File: config.mk
export PLATFORM = sky130hd
export DESIGN_NAME = vector_tile_geometry_decoder
export DESIGN_NICKNAME = d
export VERILOG_FILES = /design/src/design/vtgd_pkg.sv /design/src/design/vtgd_in_stage.sv /design/src/design/vtgd_step.sv /design/src/design/vtgd_out_stage.sv /design/src/design/vector_tile_geometry_decoder.sv
export VERILOG_INCLUDE_DIRS = /design/src /design/src/design
export SDC_FILE = /design/constraint.sdc
export NUM_CORES = 1
export LEC_CHECK = 0
export BUFFER_PORTS_ARGS = -buffer_cell sky130_fd_sc_hd__buf_4
export CORE_MARGIN = 8
export CORE_UTILIZATION = 62
export DETAILED_ROUTE_END_ITERATION = 10
export PLACE_DENSITY = 0.88
export SYNTH_ARGS = -nofsm -noshare
export SYNTH_HDL_FRONTEND = slang
export SYNTH_SLANG_ARGS = --single-unit
File: constraint.sdc
create_clock -name aclk -period 8.79 [get_ports aclk]
set_input_delay 0.879 -clock aclk [delete_from_list [all_inputs] [get_ports aclk]]
set_output_delay 0.879 -clock aclk [all_outputs]
set_load 0.02 [all_outputs]
File: src/design/vector_tile_geometry_decoder_assert.svh
// Assertion macros for the geometry decoder.
// Define NO_ASSERTIONS to compile them out.
`ifndef VECTOR_TILE_GEOMETRY_DECODER_ASSERT_SVH
`define VECTOR_TILE_GEOMETRY_DECODER_ASSERT_SVH

`ifndef NO_ASSERTIONS

// Same-cycle implication, checked outside reset
`define VTGD_ASSERT_IMPLY(lbl, clk, rst_n, ante, cons) \
    lbl: assert property (@(posedge clk) disable iff (!rst_n) (ante) |-> (cons)) \
        else $error("vtgd same-cycle check failed");

// Next-cycle implication, checked outside reset
`define VTGD_ASSERT_NEXT(lbl, clk, rst_n, ante, cons) \
    lbl: assert property (@(posedge clk) disable iff (!rst_n) (ante) |=> (cons)) \
        else $error("vtgd next-cycle check failed");

`else

`define VTGD_ASSERT_IMPLY(lbl, clk, rst_n, ante, cons)
`define VTGD_ASSERT_NEXT(lbl, clk, rst_n, ante, cons)

`endif

`endif

File: src/design/vtgd_pkg.sv
`timescale 1ns / 1ps

package vtgd_pkg;

    localparam int unsigned WORD_W  = 32;
    localparam int unsigned COUNT_W = 29;
    localparam int unsigned ID_W    = 3;
    localparam int unsigned KIND_W  = 2;

    // Command ids in the low bits of a command word
    localparam logic [ID_W-1:0] ID_MOVE  = 3'd1;
    localparam logic [ID_W-1:0] ID_LINE  = 3'd2;
    localparam logic [ID_W-1:0] ID_CLOSE = 3'd7;

    // Point kinds on the result channel
    localparam logic [KIND_W-1:0] KIND_START = 2'd0;
    localparam logic [KIND_W-1:0] KIND_LINE  = 2'd1;
    localparam logic [KIND_W-1:0] KIND_CLOSE = 2'd2;

    // Active command while parameter words are consumed
    typedef enum logic [1:0] {
        CMD_NONE = 2'd0,
        CMD_MOVE = 2'd1,
        CMD_LINE = 2'd2
    } cmd_t;

    typedef struct packed {
        logic [WORD_W-1:0] word;
        logic              eof;
    } item_t;

    typedef struct packed {
        logic [WORD_W-1:0] x;
        logic [WORD_W-1:0] y;
        logic [KIND_W-1:0] kind;
        logic              done;
    } point_t;

    typedef struct packed {
        cmd_t cmd;
        logic awaiting_dy;
        logic ring_open;
    } step_status_t;

    // Zigzag decode: 0,1,2,3 -> 0,-1,1,-2
    function automatic logic [WORD_W-1:0] unzig(input logic [WORD_W-1:0] v);
        return (v >> 1) ^ {WORD_W{v[0]}};
    endfunction

endpackage

File: src/design/vtgd_in_stage.sv
`timescale 1ns / 1ps

module vtgd_in_stage (
    input  logic           aclk,
    input  logic           aresetn,
    input  logic           s_valid,
    output logic           s_ready,
    input  vtgd_pkg::item_t s_item,
    input  logic           take,
    output logic           item_valid,
    output vtgd_pkg::item_t item
);

    logic            valid_reg;
    logic            valid_next;
    vtgd_pkg::item_t item_reg;

    // Accept when empty or when the held item leaves this cycle
    assign s_ready = !valid_reg || take;

    always_comb begin
        valid_next = valid_reg;
        if (s_valid && s_ready) begin
            valid_next = 1'b1;
        end else if (take) begin
            valid_next = 1'b0;
        end
    end

    // Hold the item until the decode step consumes it
    always_ff @(posedge aclk) begin
        if (!aresetn) begin
            valid_reg <= 1'b0;
        end else begin
            valid_reg <= valid_next;
        end
        if (s_valid && s_ready) begin
            item_reg <= s_item;
        end
    end

    assign item_valid = valid_reg;
    assign item       = item_reg;

endmodule

File: src/design/vtgd_step.sv
`timescale 1ns / 1ps

module vtgd_step (
    input  logic                  aclk,
    input  logic                  aresetn,
    input  logic                  fire,
    input  vtgd_pkg::item_t       item,
    output logic                  emit,
    output vtgd_pkg::point_t      point,
    output vtgd_pkg::step_status_t status
);

    logic [vtgd_pkg::WORD_W-1:0]  cursor_x_reg, cursor_x_next;
    logic [vtgd_pkg::WORD_W-1:0]  cursor_y_reg, cursor_y_next;
    vtgd_pkg::cmd_t               cmd_reg, cmd_next;
    logic [vtgd_pkg::COUNT_W-1:0] pairs_reg, pairs_next;
    logic                         awaiting_reg, awaiting_next;
    logic [vtgd_pkg::WORD_W-1:0]  held_dx_reg, held_dx_next;
    logic                         ring_open_reg, ring_open_next;
    logic [vtgd_pkg::WORD_W-1:0]  first_x_reg, first_x_next;
    logic [vtgd_pkg::WORD_W-1:0]  first_y_reg, first_y_next;

    logic [vtgd_pkg::ID_W-1:0]    id;
    logic [vtgd_pkg::COUNT_W-1:0] count;
    logic [vtgd_pkg::WORD_W-1:0]  sum_x;
    logic [vtgd_pkg::WORD_W-1:0]  sum_y;
    logic [vtgd_pkg::COUNT_W-1:0] pairs_dec;

    assign id        = item.word[vtgd_pkg::ID_W-1:0];
    assign count     = item.word[vtgd_pkg::WORD_W-1:vtgd_pkg::ID_W];
    assign sum_x     = cursor_x_reg + vtgd_pkg::unzig(held_dx_reg);
    assign sum_y     = cursor_y_reg + vtgd_pkg::unzig(item.word);
    assign pairs_dec = pairs_reg - {{(vtgd_pkg::COUNT_W-1){1'b0}}, 1'b1};

    // Decode one word against the current command state
    always_comb begin
        cursor_x_next  = cursor_x_reg;
        cursor_y_next  = cursor_y_reg;
        cmd_next       = cmd_reg;
        pairs_next     = pairs_reg;
        awaiting_next  = awaiting_reg;
        held_dx_next   = held_dx_reg;
        ring_open_next = ring_open_reg;
        first_x_next   = first_x_reg;
        first_y_next   = first_y_reg;
        emit           = 1'b0;
        point.x        = cursor_x_reg;
        point.y        = cursor_y_reg;
        point.kind     = vtgd_pkg::KIND_START;
        point.done     = item.eof;

        case (cmd_reg)
            vtgd_pkg::CMD_NONE: begin
                if ((id == vtgd_pkg::ID_MOVE || id == vtgd_pkg::ID_LINE) &&
                    count != '0) begin
                    cmd_next      = (id == vtgd_pkg::ID_MOVE) ? vtgd_pkg::CMD_MOVE
                                                              : vtgd_pkg::CMD_LINE;
                    pairs_next    = count;
                    awaiting_next = 1'b0;
                end else if (id == vtgd_pkg::ID_CLOSE && ring_open_reg) begin
                    emit       = 1'b1;
                    point.x    = first_x_reg;
                    point.y    = first_y_reg;
                    point.kind = vtgd_pkg::KIND_CLOSE;
                end
            end
            vtgd_pkg::CMD_MOVE, vtgd_pkg::CMD_LINE: begin
                if (!awaiting_reg) begin
                    held_dx_next  = item.word;
                    awaiting_next = 1'b1;
                end else begin
                    cursor_x_next = sum_x;
                    cursor_y_next = sum_y;
                    awaiting_next = 1'b0;
                    point.x       = sum_x;
                    point.y       = sum_y;
                    if (cmd_reg == vtgd_pkg::CMD_MOVE) begin
                        ring_open_next = 1'b1;
                        first_x_next   = sum_x;
                        first_y_next   = sum_y;
                        emit           = 1'b1;
                        point.kind     = vtgd_pkg::KIND_START;
                    end else if (ring_open_reg) begin
                        emit       = 1'b1;
                        point.kind = vtgd_pkg::KIND_LINE;
                    end
                    pairs_next = pairs_dec;
                    if (pairs_dec == '0) begin
                        cmd_next = vtgd_pkg::CMD_NONE;
                    end
                end
            end
            default: begin
                cmd_next = vtgd_pkg::CMD_NONE;
            end
        endcase

        // End of feature: drop everything, including a dangling dx
        if (item.eof) begin
            cursor_x_next  = '0;
            cursor_y_next  = '0;
            cmd_next       = vtgd_pkg::CMD_NONE;
            pairs_next     = '0;
            awaiting_next  = 1'b0;
            held_dx_next   = '0;
            ring_open_next = 1'b0;
            first_x_next   = '0;
            first_y_next   = '0;
        end
    end

    // Advance the decoder state on each consumed word
    always_ff @(posedge aclk) begin
        if (!aresetn) begin
            cursor_x_reg  <= '0;
            cursor_y_reg  <= '0;
            cmd_reg       <= vtgd_pkg::CMD_NONE;
            pairs_reg     <= '0;
            awaiting_reg  <= 1'b0;
            held_dx_reg   <= '0;
            ring_open_reg <= 1'b0;
            first_x_reg   <= '0;
            first_y_reg   <= '0;
        end else if (fire) begin
            cursor_x_reg  <= cursor_x_next;
            cursor_y_reg  <= cursor_y_next;
            cmd_reg       <= cmd_next;
            pairs_reg     <= pairs_next;
            awaiting_reg  <= awaiting_next;
            held_dx_reg   <= held_dx_next;
            ring_open_reg <= ring_open_next;
            first_x_reg   <= first_x_next;
            first_y_reg   <= first_y_next;
        end
    end

    assign status.cmd         = cmd_reg;
    assign status.awaiting_dy = awaiting_reg;
    assign status.ring_open   = ring_open_reg;

endmodule

File: src/design/vtgd_out_stage.sv
`timescale 1ns / 1ps

module vtgd_out_stage (
    input  logic             aclk,
    input  logic             aresetn,
    input  logic             load,
    input  logic             emit,
    input  vtgd_pkg::point_t point,
    output logic             free,
    output logic             m_valid,
    input  logic             m_ready,
    output vtgd_pkg::point_t m_point
);

    logic             valid_reg;
    logic             valid_next;
    vtgd_pkg::point_t point_reg;

    // Room for a new result when empty or when the held one transfers now
    assign free = !valid_reg || m_ready;

    always_comb begin
        valid_next = valid_reg;
        if (load) begin
            valid_next = emit;
        end else if (m_ready) begin
            valid_next = 1'b0;
        end
    end

    // Hold the result until the transfer completes
    always_ff @(posedge aclk) begin
        if (!aresetn) begin
            valid_reg <= 1'b0;
        end else begin
            valid_reg <= valid_next;
        end
        if (load && emit) begin
            point_reg <= point;
        end
    end

    assign m_valid = valid_reg;
    assign m_point = point_reg;

endmodule

File: src/design/vector_tile_geometry_decoder.sv
`timescale 1ns / 1ps
// Channel   Direction  Handshake          Payload
// s_        in         s_valid/s_ready    s_geom_word[31:0], s_end_of_feature
// m_        out        m_valid/m_ready    m_point_x, m_point_y, m_point_kind, m_feature_done
//
// One word per cycle unless m_ready stalls; words pass the input, then the result register.
// The rate is set by the single decode step between the input and result registers.
// Reset (aresetn low, synchronous) empties both registers and clears the cursor and ring.
// A stalled result port holds the decode step; one word more waits in the input register.

`include "vector_tile_geometry_decoder_assert.svh"

module vector_tile_geometry_decoder (
    input  logic               aclk,
    input  logic               aresetn,
    input  logic               s_valid,
    output logic               s_ready,
    input  logic [31:0]        s_geom_word,
    input  logic               s_end_of_feature,
    output logic               m_valid,
    input  logic               m_ready,
    output logic signed [31:0] m_point_x,
    output logic signed [31:0] m_point_y,
    output logic [1:0]         m_point_kind,
    output logic               m_feature_done
);

    vtgd_pkg::item_t        s_item;
    vtgd_pkg::item_t        item;
    logic                   item_valid;
    logic                   out_free;
    logic                   fire;
    logic                   emit;
    vtgd_pkg::point_t       point;
    vtgd_pkg::point_t       m_point;
    vtgd_pkg::step_status_t status;

    assign s_item.word = s_geom_word;
    assign s_item.eof  = s_end_of_feature;

    // Consume the held word whenever the result register can take its outcome
    assign fire = item_valid && out_free;

    vtgd_in_stage u_in (
        .aclk       (aclk),
        .aresetn    (aresetn),
        .s_valid    (s_valid),
        .s_ready    (s_ready),
        .s_item     (s_item),
        .take       (fire),
        .item_valid (item_valid),
        .item       (item)
    );

    vtgd_step u_step (
        .aclk    (aclk),
        .aresetn (aresetn),
        .fire    (fire),
        .item    (item),
        .emit    (emit),
        .point   (point),
        .status  (status)
    );

    vtgd_out_stage u_out (
        .aclk    (aclk),
        .aresetn (aresetn),
        .load    (fire),
        .emit    (emit),
        .point   (point),
        .free    (out_free),
        .m_valid (m_valid),
        .m_ready (m_ready),
        .m_point (m_point)
    );

    assign m_point_x      = $signed(m_point.x);
    assign m_point_y      = $signed(m_point.y);
    assign m_point_kind   = m_point.kind;
    assign m_feature_done = m_point.done;

    // A shown point never carries the unused kind code
    `VTGD_ASSERT_IMPLY(a_kind_legal, aclk, aresetn, m_valid, m_point_kind != 2'd3)
    // A pending dy only exists inside a MoveTo or LineTo run
    `VTGD_ASSERT_IMPLY(a_dy_in_run, aclk, aresetn, status.awaiting_dy,
        status.cmd != vtgd_pkg::CMD_NONE)
    // End of feature leaves the decoder waiting for a fresh command with no ring
    `VTGD_ASSERT_NEXT(a_eof_clears, aclk, aresetn, fire && item.eof,
        status.cmd == vtgd_pkg::CMD_NONE && !status.ring_open && !status.awaiting_dy)
    // Backpressure on the input only comes from a full input register
    `VTGD_ASSERT_IMPLY(a_ready_src, aclk, aresetn, !s_ready, item_valid && !out_free)

endmodule

Yosys cells after proc, flatten, opt, wreduce, memory -nomap -nowiden
Index checks and enable logic that the tools add are counted.
- logic and storage cells: 108
- latch bits: 0
- bits in registers: 295
- bits of input ports: 37
- memories kept: 0
- memory bits (read-only): 0
- RAM bits: 0
- add/sub/neg operators: 3
- divide/modulo/power cells: 0
- $lt $le $gt $ge: 0
- equality and inequality tests: 9
- multiply operators: 0
- bitwise gates (word level): 2
- mux-type cells: 51
- reductions and logical operators: 26
- shift operators: 0
- operators by type and width (kind ; count):
    $mux 32 ; 17
    $mux 66 ; 3
    $pmux 66 s2 ; 1
    $mux 29 ; 3
    $add 32x32->32 ; 2
    $xor 31x32->32 ; 2
    $pmux 29 s2 ; 1
    $logic_not 29->1 ; 1
    $reduce_bool 29->1 ; 1
    $sub 29x1->29 const B ; 1
    $mux 1 ; 17
    $mux 2 ; 6
    $reduce_and 4->1 ; 3
    $reduce_bool 2->1 ; 5
    $ne 3x2->1 const B ; 3
    $reduce_and 3->1 ; 3
    $logic_and 1x1->1 ; 5
    $pmux 1 s2 ; 2
    $pmux 2 s2 ; 1
    $eq 3x1->1 const B ; 1
    $eq 3x2->1 const B ; 1
    $eq 3x3->1 const B ; 1
    $logic_or 1x1->1 ; 3
    $reduce_bool 3->1 ; 1
    6 further kinds ; 7

Longest topological paths before layout
Gate-level depths: netlist of the first run.
- word-level depth: 6
- mapped depth: 15
- depth with buffers taken out: 14

Modules after synthesis
Synthesis of the first run repeated with hierarchy kept, for this count alone.
- cell total of the unflattened synthesis: 1788
- area total of the unflattened synthesis: 16442.0 um^2
- modules (own cells, without submodules) (module ; instances ; cells each ; sequential area each (um^2) ; area an instance (um^2)):
    vtgd_step ; 1 ; 1677 ; 3863.7 ; 13324.0
    vtgd_out_stage ; 1 ; 72 ; 2031.9 ; 2063.2
    vtgd_in_stage ; 1 ; 38 ; 1011.0 ; 1048.5
    vector_tile_geometry_decoder ; 1 ; 1 ; 0.0 ; 6.3

Least setup slack after synthesis of the first run
No wires, ideal clock.
- kind: register -> register
- start: reg u_step.cmd_reg[0]
- end: reg u_out.point_reg (netlist bit u_out.m_point[0]) (enable)
- library setup time: 0.595 ns
- arrival time: 6.443 ns
- cell stages (with the launch flop): 8
- path slack: 1.753 ns
- cell sequence: dfxtp_1 inv_1 ha_1 clkbuf_1 and2_1 clkbuf_1 o21ai_0 a211oi_1
- longest elaborated chain between the ends: 5
- ends and longest elaborated chain (item ; line ; source):
    start, declared ; vtgd_step.sv:15 ; vtgd_pkg::cmd_t cmd_reg, cmd_next;
    start signal, assigned ; vtgd_step.sv:117 ; cmd_reg <= vtgd_pkg::CMD_NONE;
    start signal, assigned ; vtgd_step.sv:127 ; cmd_reg <= cmd_next;
    $eq 2x1->1 ; vtgd_step.sv:52, vtgd_step.sv:77 ;
    $mux 1 ; vtgd_step.sv:77 ; if (cmd_reg == vtgd_pkg::CMD_MOVE) begin
    $mux 1 ; vtgd_step.sv:68 ; if (!awaiting_reg) begin
    $pmux 1 s2 (*) ; vtgd_step.sv:52 ; case (cmd_reg)
    $logic_and 1x1->1 (*) ; vtgd_out_stage.sv:38 ; if (load && emit) begin
    end signal, assigned ; vtgd_out_stage.sv:39 ; point_reg <= point;
    end, declared ; vtgd_out_stage.sv:17 ; vtgd_pkg::point_t point_reg;
Mark *: on every way between the ends. The rest lies on a longest branch, timed or not.
A chain may end at the register's enable or synchronous reset.

==> flow_summary.yaml, run 1 <==
synthesis:
  async_reset_ff_share_pct: 0
  yosys_most_used_dff: "dfxtp_1"
  synth_edf_count: 100
  yosys.area.top_type: "dfxtp_1"
  ys_types: 70
  syn_area_per_cell_sq_um: 8.74
  synth_common_cells: "211 x nand2_1, 195 x dfxtp_1, 151 x o21ai_0"
  synth_cells: 1922
  yosysMostFrequentCell: "nand2_1"
  synth_area_leaders: "dfxtp_1 23%, edfxtp_1 18%, ha_1 5.3%"
  synth.net_count: 2032
  syn-cell-area_sq_um: 16800
  synth_top_area_share_pct: 23.2
  yosysWarnings: 0
  synth_seq_cells: 295
  ys_seq_area_share_pct: 41.1
global_route:
  grt_pass1_wl_microns: 77600
  antenna_found_initial: 0
  grt_max_degree: 97
  grtUsageTotal_pct: 29.0
  grt_pass1_vias: 14500
  grt_overflow: 0
setup_path:
  cp-end-kind: "flip-flop"
  ff2ff_setup_slack_ps: 4210
  reg2regPathDepth: 15
  r2r_start: "u_in.item[1]"
  required_ps: 9070
  worstPathMaxFanout: 34
  crit_arrival_ps: 4860
  worstReg2RegEnd: "u_out.m_point[33]"
  startpoint_type: "flip-flop"
  worstSetupPathType: "reg -> reg"
floorplan:
  io_pins: 106
  std_cell_rows: 60
  die_h_microns: 181
  initial_core_util_pct: 62.7
  dieArea_sq_um: 32600
  die_w_microns: 181
  coreArea_sq_um: 26800
sta:
  hold_slack_ps: 471
  finClkSkew_ps: 13.5
  finalSetupViolations: 0
  final_hold_viol_count: 0
  period_needed_ps: 4580
  worst_pin_slew_ps: 1250
  slew_headroom_pct: 17.0
  slew_viol_final: 0
  fin_crit_sh_pct: 52.1
  rsz0062_at_grt: "no"
  max_freq_ghz: 0.218
  tns_ps: 0
  fin_ws_ps: 4210
cts:
  clock_latency_ps: 580
  cts.path.max_buffers: 3
  post-cts-setup-buffer-count: 0
  ctsRootBufferMaster: "clkbuf_16"
  cts_made_buffers: 31
  cts_hold_buf: 0
  path_clk_slew_ps: 60
  h-tree-depth: 1
  clock-sinks: 295
  cts_tree: "yes"
  post_cts_resized: 0
placed_design:
  place.gp.congestion: 0.953
  numPlacedInstances: 2259
  dp_hpwl_microns: 33300
  pre_cts_slack_ps: 4270
  numPortBuffers: 105
pwr:
  p_int_mw: 2.38
  power_mw: 3.26
  seq_power_share_pct: 45.4
  peakVddDrop_mv: 0.187
  p_leak_nw: 7.73
  switching_power_mw: 0.881
  p_comb_share_pct: 13.5
  power.share.clock_pct: 41.0
  p_sw_share_pct: 27.0
  power.density_nw_per_um2: 173
min_path:
  worstHoldStart: "u_step.first_x_reg[25]"
  holdPathEnd: "u_step.first_x_reg[25]"
  hp-class: "reg -> reg"
  whs_path_depth: 2
drt:
  ant_nets: 0
  firstDrtPassIters: 6
  wl_per_cell_microns: 21.4
  num_vias: 15200
  drtIter0Drc: 1842
  routed_wl_microns: 49600
  drc: 0
  vias_per_cell: 6.55
finish:
  largest_reg_flops: 67
  fin_nets: 2062
  drive_above_1_share_pct: 10.3
  diodes: 0
  instances_no_fill: 2318
  synthToLayoutAreaGrowth_pct: 11.9
  n_fill_cell: 2015
run_status:
  status: "complete, no violations"
flow_run:
  maxCapViolations: 0
-- power by group through the flow --
stage                     sequential (mW)  clock (mW)  combinational, mW
after CTS                            1.48        1.34              0.431
after floorplan                      1.49           0              0.320
after global routing                 1.48        1.39              0.477
after global placement               1.51           0              0.417
after detailed placement             1.51           0              0.427
final                                1.48        1.34              0.441
-- stage by stage --
stage	util [%]	instance area, sq um
CTS	70.1	18800
global placement	66.2	17700
floorplan	-	16800
finish	70.1	18800
global route	70.1	18800
detailed placement	66.2	17700
-- critical path, stage by stage, from the launching register on --
cell and delay (ps):
edfxtp_1 320, buf_4 440, inv_1 160, ha_1 320, inv_1 40, ha_1 230
fa_1 440, a21o_1 180, a21oi_1 300, o21ai_0 170, a21oi_1 310, o31a_1 310
o41ai_1 190, a311oi_1 600, xor2_1 180, o21ai_0 80
-- routing by layer --
| layer | up-vias | wire (microns) | track usage [%] |
|---|---|---|---|
| met3 | 137 | 4650 | 4.33 |
| met2 | 849 | 22900 | 48.2 |
| met5 | - | 0 | 0 |
| met1 | 7212 | 20300 | 37.7 |
| met4 | 0 | 1780 | 10.7 |
| li1 | 6989 | - | - |
-- final cells by class --
cell class	count	area, sq um	share of cell area (%)
Multi-Input combinational cell	1457	9320	49.6
Sequential cell	295	6910	36.7
Timing Repair Buffer	127	961	5.11
Clock buffer	39	836	4.45
Tap cell	341	427	2.27
Clock inverter	19	203	1.08
Inverter	40	150	0.799
-- worst max path at each step --
stage / startpoint / endpoint / cells after the start
6_report: u_in.item[1] / u_out.m_point[33] / 15
5_1_grt: u_in.item[1] / u_out.m_point[33] / 15
4_1_cts: u_in.item[1] / u_out.m_point[33] / 15
3_5_place_dp: u_in.item[1] / u_out.m_point[33] / 15
3_3_place_gp: u_in.item[1] / u_out.m_point[33] / 15
2_1_floorplan: u_step.cmd_reg[0] / u_out.m_point[0] / 7
-- cell usage in the layout, fill, tap and decap left out, types with 19 or more instances in the layout --
| master | synthesis | layout |
|---|---|---|
| nand2_1 | 211 | 211 |
| dfxtp_1 | 195 | 194 |
| o21ai_0 | 151 | 151 |
| nor2_1 | 146 | 145 |
| buf_4 | 0 | 126 |
| a21oi_1 | 114 | 114 |
| edfxtp_1 | 100 | 100 |
| a22oi_1 | 91 | 91 |
| xor2_1 | 85 | 85 |
| ha_1 | 71 | 71 |
| nor2b_1 | 60 | 60 |
| and2_1 | 60 | 60 |
| a21o_1 | 51 | 51 |
| xnor2_1 | 48 | 48 |
| nand3_1 | 45 | 44 |
| inv_1 | 38 | 38 |
| clkbuf_16 | 0 | 31 |
| nor3_1 | 30 | 30 |
| mux2i_1 | 28 | 28 |
| a21boi_0 | 27 | 27 |
| nand4_1 | 25 | 25 |
| o31ai_1 | 20 | 19 |
-- kinds of logic after synthesis --
family,Yosys count,synth area share (%)
multiplexers,29,1.74
AND/OR/NAND/NOR,636,18.1
adder cells (fa/ha/maj),73,5.53
flip-flops,295,41.1
buffers and inverters,170,3.81
XOR/XNOR,133,6.93
AO/OA/AOI/OAI,586,22.8
Power figures use the tool's default switching activity.
==> run 2, diff against run 1 <==
- clock period: 8.79 -> 4.55 ns (I/O delays scaled with it)
==> flow_summary.yaml, run 2 (synthesized netlist as in run 1, its figures left out) <==
sta:
  final_hold_viol_count: 0
  slew_headroom_pct: 17.9
  worst_pin_slew_ps: 1230
  slew_viol_final: 0
  fin_crit_sh_pct: 91.4
  tns_ps: 0
  period_needed_ps: 4160
  finalSetupViolations: 0
  hold_slack_ps: 59.2
  max_freq_ghz: 0.241
  rsz0062_at_grt: "no"
  finClkSkew_ps: 10.5
finish:
  largest_reg_flops: 67
  diodes: 0
  seqCellArea_sq_um: 6910
  final_cell_mix: "211 x nand2_1, 194 x dfxtp_1, 151 x o21ai_0, 145 x nor2_1, 135 x buf_4"
  synthToLayoutAreaGrowth_pct: 12.2
  n_fill_cell: 2064
  layout_commonest_cell: "nand2_1"
  drive_above_1_share_pct: 10.6
  fin_nets: 2070
  multi_input_area_sq_um: 9320
pwr:
  p_leak_nw: 7.77
  p_sw_share_pct: 27.1
  p_int_mw: 4.60
  switching_power_mw: 1.71
  p_comb_share_pct: 13.5
  power_mw: 6.31
  seq_power_share_pct: 45.3
  peakVddDrop_mv: 0.313
  power.share.clock_pct: 41.1
  power.density_nw_per_um2: 335
cts:
  post-cts-setup-buffer-count: 0
  clock_latency_ps: 570
  cts_hold_buf: 0
  post_cts_resized: 0
  ctsRootBufferMaster: "clkbuf_16"
  cts.path.max_buffers: 3
  clock-sinks: 295
  cts_made_buffers: 31
  cts_tree: "yes"
  h-tree-depth: 1
  path_clk_slew_ps: 60
setup_path:
  r2r_start: "u_in.item[1]"
  crit_arrival_ps: 4420
  worstReg2RegEnd: "u_out.m_point[33]"
  ff2ff_setup_slack_ps: 390
  worstSetupPathType: "reg -> reg"
  required_ps: 4810
  reg2regPathDepth: 12
  cp-end-kind: "flip-flop"
  worstPathMaxFanout: 33
  startpoint_type: "flip-flop"
drt:
  wl_per_cell_microns: 21.1
  drtIter0Drc: 1920
  routed_wl_microns: 49000
  ant_nets: 0
  num_vias: 15200
  vias_per_cell: 6.55
  drc: 0
  firstDrtPassIters: 8
floorplan:
  die_w_microns: 181
  initial_core_util_pct: 62.7
  dieArea_sq_um: 32600
  std_cell_rows: 60
  io_pins: 106
  die_h_microns: 181
  coreArea_sq_um: 26800
placed_design:
  dp_hpwl_microns: 34000
  place.gp.congestion: 0.960
  numPortBuffers: 105
min_path:
  hp-class: "in -> reg"
  whs_path_depth: 1
  worstHoldStart: "s_geom_word[29]"
  holdPathEnd: "u_in.item[30]"
global_route:
  grt.busiest_layer: "met2"
  antenna_found_initial: 0
  grt_overflow: 0
  use_met3_pct: 5.42
  grt_pass1_wl_microns: 77400
  grt_pass1_vias: 14600
  grtUsageTotal_pct: 28.9
  grt.met2_usage_pct: 46.2
  grt_use_met1_pct: 37.6
  grt_max_degree: 74
run_status:
  status: "complete, no violations"
flow_run:
  maxCapViolations: 0
run 2: cell types whose count changed in the layout (fill, tap and decap cells not counted):
cell	before	now
buf_4	126	135
buf_8	1	0
clkbuf_1	5	4
clkinv_2	7	6
clkinv_4	1	2
clkinvlp_4	2	1
inv_6	1	2
run 2: through the flow:
stage	cell area [sq um]	setup WS, ps	instances	utilization, %
floorplan	16800	817	1922	-
global placement	17800	637	2268	66.5
detailed placement	17800	507	2268	66.5
CTS	18900	445	2325	70.3
global route	18900	102	2325	70.3
finish	18900	393	2325	70.3
run 2: cell type report:
type                    count  share of cell area, %
multi-input cells        1457                   49.4
flip-flops and latches    295                   36.6
repair buffers            135                   5.38
clock buffers              38                   4.41
well taps                 341                   2.26
clock inverters            19                   1.10
inverters                  40                  0.796
run 2: power by group through the flow:
stage	Combinational, mW	Sequential (mW)	Clock (mW)
final	0.853	2.86	2.60
after global routing	0.927	2.86	2.72
after CTS	0.834	2.85	2.61
after detailed placement	0.825	2.91	0
after global placement	0.805	2.91	0
after floorplan	0.618	2.87	0
run 2: worst max-delay path by stage:
stage / end / from / slack [ps]
after floorplan: u_out.m_point[0] / u_step.cmd_reg[0] / 820
after global placement: u_out.m_point[33] / u_in.item[1] / 640
after detailed placement: u_out.m_point[33] / u_in.item[1] / 510
after CTS: u_out.m_point[33] / u_in.item[1] / 450
after global routing: u_out.m_point[33] / u_in.item[1] / 100
final: u_out.m_point[33] / u_in.item[1] / 390
run 2: metal layers:
| layer | wire length, microns | up-vias |
|---|---|---|
| met4 | 1990 | 0 |
| met2 | 22200 | 835 |
| met1 | 19600 | 7232 |
| met5 | 0 | - |
| li1 | - | 6997 |
| met3 | 5200 | 160 |
run 2: worst max-delay path, cell delays in order, from the launching register on:
cell and delay, ps:
edfxtp_1 350, buf_4 460, xor2_1 210, fa_1 480
a21o_1 180, a21oi_1 280, o21ai_0 170, a21oi_1 330
o31a_1 290, o41ai_1 180, a311oi_1 600, xor2_1 190
o21ai_0 100
